### src/rtl/ihe_pkg.sv
// shared constants and controller/datapath interface types for the entropy block
package ihe_pkg;

  localparam int BIN_COUNT_DEF       = 256;
  localparam int MAX_PIXELS_LOG2_DEF = 20;
  localparam int FRACTION_BITS_DEF   = 16;

  localparam int PIX_W       = 8;
  localparam int LOG_FRAC    = 30;
  localparam int MANT_W      = 32;
  localparam int ENT_W       = 20;
  localparam int TOT_W       = 21;
  localparam int IN_TDATA_W  = 8;
  localparam int OUT_TDATA_W = 48;
  localparam int OUT_PAD_W   = OUT_TDATA_W - ENT_W - TOT_W;
  localparam logic [ENT_W-1:0] ENT_MAX = {ENT_W{1'b1}};

  typedef struct packed {
    logic pix_en;
    logic idx_clr;
    logic idx_inc;
    logic latch_c;
    logic log_start;
    logic log_sel_n;
    logic save_logn;
    logic mul_frac;
    logic mul_int;
    logic acc_add;
    logic acc_clr;
    logic div_start;
    logic out_load;
    logic frame_clr;
  } cmd_t;

  typedef struct packed {
    logic last_acc;
    logic pipe_busy;
    logic n_zero;
    logic bin_zero;
    logic idx_last;
    logic log_done;
    logic div_done;
    logic out_full;
  } sts_t;

endpackage

### src/rtl/ihe_ctrl.sv
// controller: frame intake, bin sweep, division and result hand-off
module ihe_ctrl (
  input  logic          clk_i,
  input  logic          rst_ni,
  input  ihe_pkg::sts_t sts_i,
  output ihe_pkg::cmd_t cmd_o
);
  import ihe_pkg::*;

  typedef enum logic [3:0] {
    S_PIX, S_DRAIN, S_LOGN, S_LOGN_W, S_RD, S_RDW, S_LOG_W,
    S_MULF, S_ADDF, S_ADDI, S_NEXT, S_DIV, S_DIV_W, S_FIN
  } state_e;

  state_e state_q;
  state_e state_d;

  always_comb begin
    state_d = state_q;
    cmd_o   = '0;
    case (state_q)
      S_PIX: begin
        cmd_o.pix_en = 1'b1;
        if (sts_i.last_acc) state_d = S_DRAIN;
      end
      S_DRAIN: begin
        if (!sts_i.pipe_busy) state_d = sts_i.n_zero ? S_FIN : S_LOGN;
      end
      S_LOGN: begin
        cmd_o.log_start = 1'b1;
        cmd_o.log_sel_n = 1'b1;
        cmd_o.acc_clr   = 1'b1;
        cmd_o.idx_clr   = 1'b1;
        state_d         = S_LOGN_W;
      end
      S_LOGN_W: begin
        if (sts_i.log_done) begin
          cmd_o.save_logn = 1'b1;
          state_d         = S_RD;
        end
      end
      S_RD: state_d = S_RDW;
      S_RDW: begin
        cmd_o.latch_c = 1'b1;
        if (sts_i.bin_zero) begin
          state_d = S_NEXT;
        end else begin
          cmd_o.log_start = 1'b1;
          state_d         = S_LOG_W;
        end
      end
      S_LOG_W: begin
        if (sts_i.log_done) state_d = S_MULF;
      end
      S_MULF: begin
        cmd_o.mul_frac = 1'b1;
        state_d        = S_ADDF;
      end
      S_ADDF: begin
        cmd_o.acc_add = 1'b1;
        cmd_o.mul_int = 1'b1;
        state_d       = S_ADDI;
      end
      S_ADDI: begin
        cmd_o.acc_add = 1'b1;
        state_d       = S_NEXT;
      end
      S_NEXT: begin
        if (sts_i.idx_last) begin
          state_d = S_DIV;
        end else begin
          cmd_o.idx_inc = 1'b1;
          state_d       = S_RD;
        end
      end
      S_DIV: begin
        cmd_o.div_start = 1'b1;
        state_d         = S_DIV_W;
      end
      S_DIV_W: begin
        if (sts_i.div_done) state_d = S_FIN;
      end
      S_FIN: begin
        if (!sts_i.out_full) begin
          cmd_o.out_load  = 1'b1;
          cmd_o.frame_clr = 1'b1;
          state_d         = S_PIX;
        end
      end
      default: state_d = S_PIX;
    endcase
  end

  always_ff @(posedge clk_i or negedge rst_ni) begin
    if (!rst_ni) begin
      state_q <= S_PIX;
    end else begin
      state_q <= state_d;
    end
  end

endmodule

### config.mk
export PLATFORM = sky130hd
export DESIGN_NAME = ihe_ctrl
export DESIGN_NICKNAME = d
export VERILOG_FILES = /design/src/rtl/ihe_pkg.sv /design/src/rtl/ihe_ctrl.sv
export SDC_FILE = /design/constraint.sdc
export NUM_CORES = 1
export LEC_CHECK = 0
export BUFFER_PORTS_ARGS = -buffer_cell sky130_fd_sc_hd__buf_2
export CORE_AREA = 5 5 42 44
export DETAILED_ROUTE_END_ITERATION = 10
export DIE_AREA = 0 0 47 49
export PLACE_DENSITY_LB_ADDON = 0.12
export SYNTH_ARGS = -nofsm -noshare
export SYNTH_HDL_FRONTEND = slang
export SYNTH_SLANG_ARGS = --single-unit
### constraint.sdc
create_clock -name clk_i -period 1.9 [get_ports clk_i]
set_input_delay 0.38 -clock clk_i [delete_from_list [all_inputs] [get_ports clk_i]]
set_output_delay 0.38 -clock clk_i [all_outputs]
set_load 0.1 [all_outputs]
==> results of run 1 <==
-- worst paths after layout --
check	startpoint	slack [ns]	end
setup reg to reg	state_q[0]	0.28	state_q[3]
hold reg to reg	state_q[3]	0.78	state_q[3]
hold / removal	sts_i[2]	0.47	state_q[1]
max in group asynchronous	rst_ni	1.28	state_q[1]
setup / recovery	state_q[0]	0.06	cmd_o[3]
min in group asynchronous	rst_ni	0.49	state_q[0]
-- synth_stat cells (2+ instances only) --
library cell and count:
a21oi_1 5, buf_2 3, buf_4 5, dfrtp_1 4
inv_1 4, nand2_1 4, nand2b_1 4, nor2_1 5
nor2b_1 3, nor3_1 6, o2111ai_1 2, o21ai_0 4
o21ai_1 2, o2bb2ai_1 2, o311a_1 2
-- stage by stage --
step           util [%]  cells  setup WS (ns)  hold WS [ns]
3_5_place_dp       70.0    107          0.227         0.188
2_1_floorplan         -     69         -0.449        0.0844
4_1_cts            72.7    111         0.0126         0.464
6_report           72.9    111         0.0637         0.466
5_1_grt            72.9    111        0.00869         0.496
3_3_place_gp       70.0    107          0.245         0.185
-- layer usage --
layer | vias up | global-route usage, %
met1 | 290 | 21.4
met4 | 0 | 12.0
met2 | 34 | 27.1
met5 | - | 0
li1 | 302 | -
met3 | 11 | 2.58
-- repair_timing --
| action | CTS | global route |
|---|---|---|
| endpoints found under the setup margin | 3 | 7 |
| gates resized for setup | 3 | 2 |
| hold buffers | 1 | 0 |
| buffers inserted | 0 | 0 |
| endpoints found under the hold margin | 4 | 0 |
| pin swaps | 0 | 1 |
-- kinds of logic (layout without fill, tap and decap cells) --
family / after synthesis / after routing / synth area share (%)
simple gates: 29 / 29 / 33.4
compound gates: 21 / 21 / 30.2
buf+inv: 14 / 40 / 14.8
flops: 4 / 4 / 19.8
xor+xnor: 1 / 1 / 1.73
-- cell usage in the layout, fill, tap and decap left out, types with 2 or more instances in the layout --
cell,instances
nor2_4,2
dfrtp_2,3
buf_4,8
nand2b_4,2
clkbuf_4,3
o21ai_0,4
o2bb2ai_1,2
buf_12,14
nor2_1,2
o2111ai_1,2
o21ai_1,2
inv_1,4
nor3_4,5
nand2_1,3
o311a_1,2
a21oi_1,5
buf_2,9
nor2b_1,3
-- area by class of cell --
type / count / area, µm²
Timing Repair Buffer: 32 / 395
Tap cell: 16 / 20.0
Fill cell: 109 / 379
Clock buffer: 3 / 22.5
Inverter: 5 / 18.8
Sequential cell: 4 / 104
Multi-Input combinational cell: 51 / 462
-- worst max-delay path, cell delays in order (launching register included) --
cell      delay [ns]
dfrtp_2         0.46
nand2b_4        0.19
nor3_4          0.20
buf_4           0.19
buf_12          0.18
==> summary.txt, run 1 <==
Worst hold path
  • Hold path cells: 3
  • HP Class: input port to flip-flop

Cells and area
  • Area grow syn2layout: 102%
  • Largest registers: state_q x4
  • Final nets: 107
  • Max reg flops: 4
  • Layout cells sized above 1: 60.0%
  • Finished Cell Area: 1020 µm²
  • # diodes: 0
  • Largest Register: state_q

Routing
  • Final wirelength: 1.67 mm
  • Iteration-0 DRC Markers: 10
  • Wire length on met3: 82 µm
  • Router iterations before antenna repair: 4
  • Highest Signal Layer: met4
  • Remaining antenna violation count after routing: 0
  • Wirelength per Cell: 15.1 µm
  • Via count: 637
  • Met1 Routed Length: 643 µm
  • Met2 wire len: 861 µm
  • Drt drc: 0
  • Via/cell ratio: 5.74

Floorplan
  • Initial core utilization: 36.1%
  • Die Ht: 49 µm
  • Die width: 47 µm
  • Core Region: 1400 µm²
  • # rows: 14
  • Die area: 2300 µm²
  • Num ports: 24

Yosys
  • Top cell type's share of synthesized area: 19.8%
  • Synth cell types: 29
  • Synth Register Bits: 4
  • Post-synth net total: 79
  • Async SR Flop Fraction: 100%
  • Cells after synthesis: 69
  • Synth Cell Area: 505 µm²
  • Area leader, netlist: dfrtp_1
  • Sequential fraction of the synthesis area: 19.8%
  • EDFF count, synth: 0
  • Dominant synthesized flop cell: dfrtp_1
  • Synth warn: 0
  • Syn_area_per_cell: 7.33 µm²
  • Largest cells by area after synthesis: dfrtp_1 (20%), buf_4 (7.4%), nor3_1 (5.9%)

GRT
  • Initial antenna violation count: 0
  • GRT Overall Usage: 17.6%
  • GR Overflow Total: 0
  • Vias in the first global route: 692
  • Global-route wire length before repair: 2.99 mm
  • Pin count of the biggest net entering global routing: 13

Critical path
  • Startpoint types: flip-flop
  • R2R depth: 5
  • Crit Path Max Fanout: 7
  • Crit path DAT: 1.46 ns
  • Worst path required time: 1.52 ns
  • Setup CP Type: flip-flop to output pin
  • CP endpoint kind: output pin

Timing
  • Worst-Margin Slew: 0.400 ns
  • Slew Viols, Final: 0
  • Clk_skew: 0.00115 ns
  • Final Hold Fails: 0
  • Shortest period the worst path allows: 1.84 ns
  • FMAX: 0.545 GHz
  • Rel. slew slack: 73.3%
  • Sum Neg Setup Slack: 0 ns
  • Final Cycle Share: 96.6%
  • RSZ-0062 raised after global routing: false
  • Setup Viol. Count Final: 0

Clock tree
  • Clk sink count: 4
  • TritonCTS clock tree: yes
  • CTS root buf: clkbuf_4
  • Clock latency on the worst-skew pair: 0.24 ns
  • Reg clk slew, reported paths: 0.04 ns
  • CTS H-tree lvls: 1
  • Clock Path Buffers: 2
  • Cts bufs inserted: 3

Placed design
  • I/O Buffers: 23
  • Area post-placement: 981 µm²
  • GP Congestion: 0.814
  • Post-DP HPWL: 1.43 mm

Flow run
  • Max Cap Viol: 0

Run status
  • Status: finished clean
Power of run 1 is not shown: default switching activity piles up to over one toggle a cycle in this logic, so the estimate is an artifact.
==> run 2, diff against run 1 <==
CORE_AREA = 4 4 41 43   (was 5 5 42 44)
DIE_AREA = 0 0 45 47   (was 0 0 47 49)
==> run 2 against run 1 <==
Net effect:
- via count decreased by 4.1%
- fmax shrank 0.68%
- register-to-register slack worse by 0.05 ns
- cell count down 1.8%
- count of clock-buffer cells in the layout stayed put
- critical endpoint is now cmd_o[9]
==> summary.txt, run 2 (synthesized netlist as in run 1, its figures left out) <==
Cells and area
  • Commonest non-fill, non-tap cells in the layout: buf_12 (14), buf_2 (9), buf_4 (7), nor3_4 (5), a21oi_1 (5)
  • Max reg flops: 4 (unchanged)
  • Largest registers: state_q x4
  • # diodes: 0 (unchanged)
  • Layout cells sized above 1: 58.5% (-1.5 points)
  • Largest Register: state_q
  • Commonest non-fill, non-tap cell in the layout: buf_12
  • Final nets: 106 (-0.93%)
  • Area grow syn2layout: 100%

Placed design
  • Pre-CTS WS: 0.227 ns (+0.0000260 ns)
  • Post-DP HPWL: 1.34 mm (-6.3%)
  • GP Congestion: 0.824 (+1.2%)
  • I/O Buffers: 23 (unchanged)

Run status
  • Status: finished clean

Clock tree
  • CTS root buf: clkbuf_4
  • Clock Path Buffers: 2 (unchanged)
  • Cts bufs inserted: 3 (unchanged)
  • Clk sink count: 4 (unchanged)
  • TritonCTS clock tree: yes
  • CTS H-tree lvls: 1 (unchanged)
  • Reg clk slew, reported paths: 0.04 ns (about the same)
  • Clock latency on the worst-skew pair: 0.24 ns (about the same)

Routing
  • Iteration-0 DRC Markers: 10 (unchanged)
  • Via count: 611 (-4.1%)
  • Via/cell ratio: 5.61 (-2.3%)
  • Wirelength per Cell: 15.0 µm (-0.78%)
  • Drt drc: 0 (unchanged)
  • Router iterations before antenna repair: 4 (unchanged)
  • Remaining antenna violation count after routing: 0 (unchanged)
  • Final wirelength: 1.63 mm (-2.6%)

Timing
  • Rel. slew slack: 74.1% (+0.86 points)
  • Final Hold Fails: 0 (unchanged)
  • Slew Viols, Final: 0 (unchanged)
  • FMAX: 0.541 GHz (-0.68%)
  • RSZ-0062 raised after global routing: false
  • Clk_skew: 0.00560 ns (+0.00445 ns)
  • Worst-Margin Slew: 0.387 ns (-0.0129 ns)
  • Setup Viol. Count Final: 0 (unchanged)
  • Shortest period the worst path allows: 1.85 ns (+0.0125 ns)
  • Worst setup margin: 0.0512 ns (-0.0125 ns)
  • Final Cycle Share: 97.3% (+0.66 points)

GRT
  • Grt met2 use: 30.2% (+3.1 points)
  • Most Crowded Layer GR: met2
  • GR Overflow Total: 0 (unchanged)
  • Met1 Use GR: 19.9% (-1.5 points)
  • GRT Overall Usage: 16.6% (-1.0 points)
  • Pin count of the biggest net entering global routing: 12 (-1)
  • Global-route wire length before repair: 2.57 mm (-14%)
  • Initial antenna violation count: 0 (unchanged)
  • GRT met3 Usage: 1.15% (-1.4 points)
  • Vias in the first global route: 603 (-13%)

Critical path
  • Crit Path Max Fanout: 6 (-1)
  • Worst path required time: 1.52 ns (about the same)
  • Startpoint types: flip-flop
  • Slowest CP cell: dfrtp_2
  • Largest delay contributor family on the critical path: flip-flops
  • Setup CP Type: flip-flop to output pin
  • Critical-path cell list: nand2b_1 -> nor2_4 -> a21o_4 -> buf_12
  • Crit path DAT: 1.47 ns (about the same)
  • Slowest stage delay, CP: 0.46 ns (about the same)
  • Critical path buffer and inverter count: 1 (-1)
  • Flop2flop setup slack: 0.23 ns (-0.05 ns)
  • CP endpoint kind: output pin

Floorplan
  • Die Ht: 47 µm (-4.1%)
  • Core Region: 1300 µm² (-7.1%)
  • Initial core utilization: 38.8% (+2.8 points)
  • Die width: 45 µm (-4.3%)
  • # rows: 13 (-1)
  • Die area: 2120 µm² (-8.2%)
  • Num ports: 24 (unchanged)

Flow run
  • Max Cap Viol: 0 (unchanged)

Worst hold path
  • HP Class: input port to flip-flop
[run 2: per-layer routing]
metal  wire length (µm)  vias to the layer above  part of all wire (%)
met5                  0                        -                     0
met1                622                      281                    38
met2                902                       29                    55
met3                 92                        2                   5.6
li1                   -                      299                     -
met4                 12                        0                  0.74
[run 2: repair_timing]
action	CTS	global route
gates resized for setup	2	2
setup endpoints to repair	3	1
pin swaps	1	0
setup buffers	0	0
hold endpoints to repair	4	0
hold buffers	1	0
[run 2: worst min-delay path, delay by kind of cell]
kind                   cells  cell delay [ns]
AOI/OAI and AO/OA          1             0.06
buffers and inverters      1             0.09
and+or+nand+nor            1             0.14
[run 2: stage by stage]
stage	instances	area (µm²)	utilization [%]	TNS (ns)	hold slack [ns]
3_3_place_gp	105	972	74.7	0	0.186
5_1_grt	109	1010	77.7	0	0.493
3_5_place_dp	105	972	74.7	0	0.189
2_1_floorplan	69	672	-	-3.00	0.0844
4_1_cts	109	1010	77.4	0	0.468
6_report	109	1010	77.7	0	0.467
[run 2: layout make-up]
class / count / area (µm²)
Multi-Input combinational cell: 51 / 459
Clock buffer: 3 / 22.5
Fill cell: 86 / 290
Timing Repair Buffer: 31 / 388
Inverter: 5 / 18.8
Sequential cell: 4 / 104
Tap cell: 15 / 18.8
[run 2: final timing paths]
kind,startpoint,end,cells past startpoint
max in group asynchronous,rst_ni,state_q[2],2
hold reg to reg,state_q[3],state_q[3],2
hold / removal,sts_i[2],state_q[1],3
setup / recovery,state_q[1],cmd_o[9],4
setup reg to reg,state_q[0],state_q[2],5
min in group asynchronous,rst_ni,state_q[1],2
Power of run 2 is left out for the same reason.
==> run 3, diff against run 2 <==
CELL_PAD_IN_SITES_DETAIL_PLACEMENT = 1   (was unset)
CELL_PAD_IN_SITES_GLOBAL_PLACEMENT = 1   (was unset)
CORE_AREA = unset   (was 4 4 41 43)
CORE_MARGIN = 4   (was unset)
CORE_UTILIZATION = 30   (was unset)
DIE_AREA = unset   (was 0 0 45 47)
PLACE_DENSITY = 0.78   (was unset)
PLACE_DENSITY_LB_ADDON = unset   (was 0.12)
==> run 3 against run 2 <==
Net effect:
- routed wire length grew 50%
- critical path depth is the same
- global-route usage grew 4.5 points
- count of clock-buffer cells in the layout is the same
- first-iteration DRC count grew 80%
- clock skew grew 0.0025 ns
- setup slack lost 0.022 ns
- cell count grew 4.6%
- worst hold slack gained 0.0087 ns
==> summary.txt, run 3 (synthesized netlist as in run 1, its figures left out) <==
Placed design
  • Post-DP HPWL: 1.86 mm (+39%)
  • I/O Buffers: 23 (unchanged)
  • Pre-CTS WS: 0.199 ns (-0.0276 ns)
  • GP Congestion: 0.882 (+7.1%)

Timing
  • Setup Viol. Count Final: 0 (unchanged)
  • Shortest period the worst path allows: 1.87 ns (+0.0216 ns)
  • Sum Neg Setup Slack: 0 ns (unchanged)
  • Rel. slew slack: 70.8% (-3.4 points)
  • Final Cycle Share: 98.4% (+1.1 points)
  • RSZ-0062 raised after global routing: true
  • Final Hold Fails: 0 (unchanged)
  • Slew Viols, Final: 0 (unchanged)
  • Clk_skew: 0.00809 ns (+0.00249 ns)
  • Worst setup margin: 0.0296 ns (-0.0216 ns)
  • FMAX: 0.535 GHz (-1.2%)
  • Worst-Margin Slew: 0.438 ns (+0.0502 ns)

Critical path
  • R2R depth: 5 (unchanged)
  • R2r endpoint: state_q[1]
  • Crit Path Max Fanout: 19 (+13)
  • Critical path buffer and inverter count: 2 (+1)
  • Flop2flop setup slack: 0.17 ns (-0.06 ns)
  • Startpoint types: flip-flop
  • CP endpoint kind: output pin
  • Setup CP Type: flip-flop to output pin
  • Slowest CP cell: dfrtp_1
  • Crit path DAT: 1.49 ns (+0.02 ns)
  • Worst path required time: 1.52 ns (about the same)
  • Critical-path cell list: buf_12 -> nand2_1 -> nor3_4 -> buf_12
  • Largest delay contributor family on the critical path: simple AND/OR/NAND/NOR gates
  • Slowest stage delay, CP: 0.37 ns (-0.09 ns)
  • CP most frequent cell: buf_12
  • R2r startpoint: state_q[0]

Cells and area
  • Layout cells sized above 1: 60.2% (+1.7 points)
  • Commonest non-fill, non-tap cell in the layout: buf_12
  • Final nets: 110 (+3.8%)
  • # diodes: 0 (unchanged)
  • Max reg flops: 4 (unchanged)
  • Largest Register: state_q
  • Largest registers: state_q x4
  • Fill cells: 167 (+94%)
  • Area grow syn2layout: 109%
  • Commonest non-fill, non-tap cells in the layout: buf_12 (15), buf_2 (9), buf_4 (9), nor3_4 (5), a21oi_1 (5)

Pwr
  • Leak Pwr: 0.439 nW
  • Cell area power density: 2070 nW/µm²
  • Total power: 2.19 mW
  • Max rail drop VDD: 0.00115 V

GRT
  • GRT Overall Usage: 21.1% (+4.5 points)
  • GR Overflow Total: 0 (unchanged)
  • Initial antenna violation count: 0 (unchanged)
  • Global-route wire length before repair: 3.76 mm (+47%)
  • Vias in the first global route: 706 (+17%)
  • Pin count of the biggest net entering global routing: 20 (+8)

Routing
  • Via/cell ratio: 5.92 (+5.6%)
  • Via count: 675 (+10%)
  • Remaining antenna violation count after routing: 0 (unchanged)
  • Final wirelength: 2.45 mm (+50%)
  • Iteration-0 DRC Markers: 18 (+8)
  • Wire length on met3: 143 µm (+55%)
  • Drt drc: 0 (unchanged)
  • Highest Signal Layer: met4
  • Router iterations before antenna repair: 4 (unchanged)
  • Wirelength per Cell: 21.5 µm (+44%)
  • Met2 wire len: 1.32 mm (+46%)
  • Met1 Routed Length: 871 µm (+40%)

Clock tree
  • CTS H-tree lvls: 1 (unchanged)
  • CTS root buf: clkbuf_4
  • Clk sink count: 4 (unchanged)
  • Clock Path Buffers: 2 (unchanged)
  • Clock latency on the worst-skew pair: 0.25 ns (about the same)
  • Cts bufs inserted: 3 (unchanged)
  • Reg clk slew, reported paths: 0.04 ns (about the same)
  • TritonCTS clock tree: yes

Floorplan
  • Num ports: 24 (unchanged)
  • Die area: 2410 µm² (+14%)
  • # rows: 14 (+1)
  • Core Region: 1540 µm² (+18%)
  • Initial core utilization: 32.8% (-6.1 points)
  • Die width: 49.1 µm (+9.0%)
  • Die Ht: 49.1 µm (+4.4%)

Run status
  • Status: finished clean

Worst hold path
  • HP Class: input port to asynchronous set/reset pin

Flow run
  • Max Cap Viol: 0 (unchanged)
## run 3: per-stage QoR
step	cell area, µm²	utilization, %	hold slack, ns	std cells
after global routing	1060	68.7	0.504	114
after CTS	1020	66.3	0.486	110
after global placement	978	63.5	0.187	105
final	1060	68.7	0.476	114
after floorplan	672	-	0.0844	69
after detailed placement	978	63.5	0.192	105
## run 3: area by class of cell
type	instances	area, µm²	share of cell area [%]
multi-input combinational	51	459	43.4
timing repair buffer	35	434	41.0
sequential	4	104	9.81
clock buffer	3	22.5	2.13
tap	16	20.0	1.89
inverter	5	18.8	1.77
## run 3: timing repair
action / in CTS / in global routing
endpoints found under the hold margin: 4 / 0
buffers inserted: 1 / 4
endpoints found under the setup margin: 6 / 8
pin swaps: 1 / 1
resized for setup: 2 / 3
hold buffers: 1 / 0
## run 3: worst max-delay path by stage
stage | endpoint | startpoint | cells after the start | slack, ns
2_1_floorplan | cmd_o[9] | state_q[0] | 4 | -0.45
3_3_place_gp | cmd_o[0] | state_q[1] | 3 | 0.26
3_5_place_dp | cmd_o[3] | state_q[0] | 4 | 0.20
4_1_cts | cmd_o[9] | state_q[3] | 5 | 0.005
5_1_grt | cmd_o[0] | state_q[2] | 4 | -0.03
6_report | cmd_o[1] | state_q[2] | 4 | 0.03
## run 3: power breakdown
part	internal, mW	switching (mW)
registers	0.136	0.0690
logic	0.700	1.18
clock network	0.0711	0.0413
total	0.907	1.29
## run 3: routing by layer
metal | global-route usage, % | vias to the layer above
met5 | 0 | -
met4 | 13.0 | 0
met3 | 4.59 | 12
met2 | 37.2 | 35
met1 | 22.3 | 325
li1 | - | 303
(Power assumes the default switching activity.)
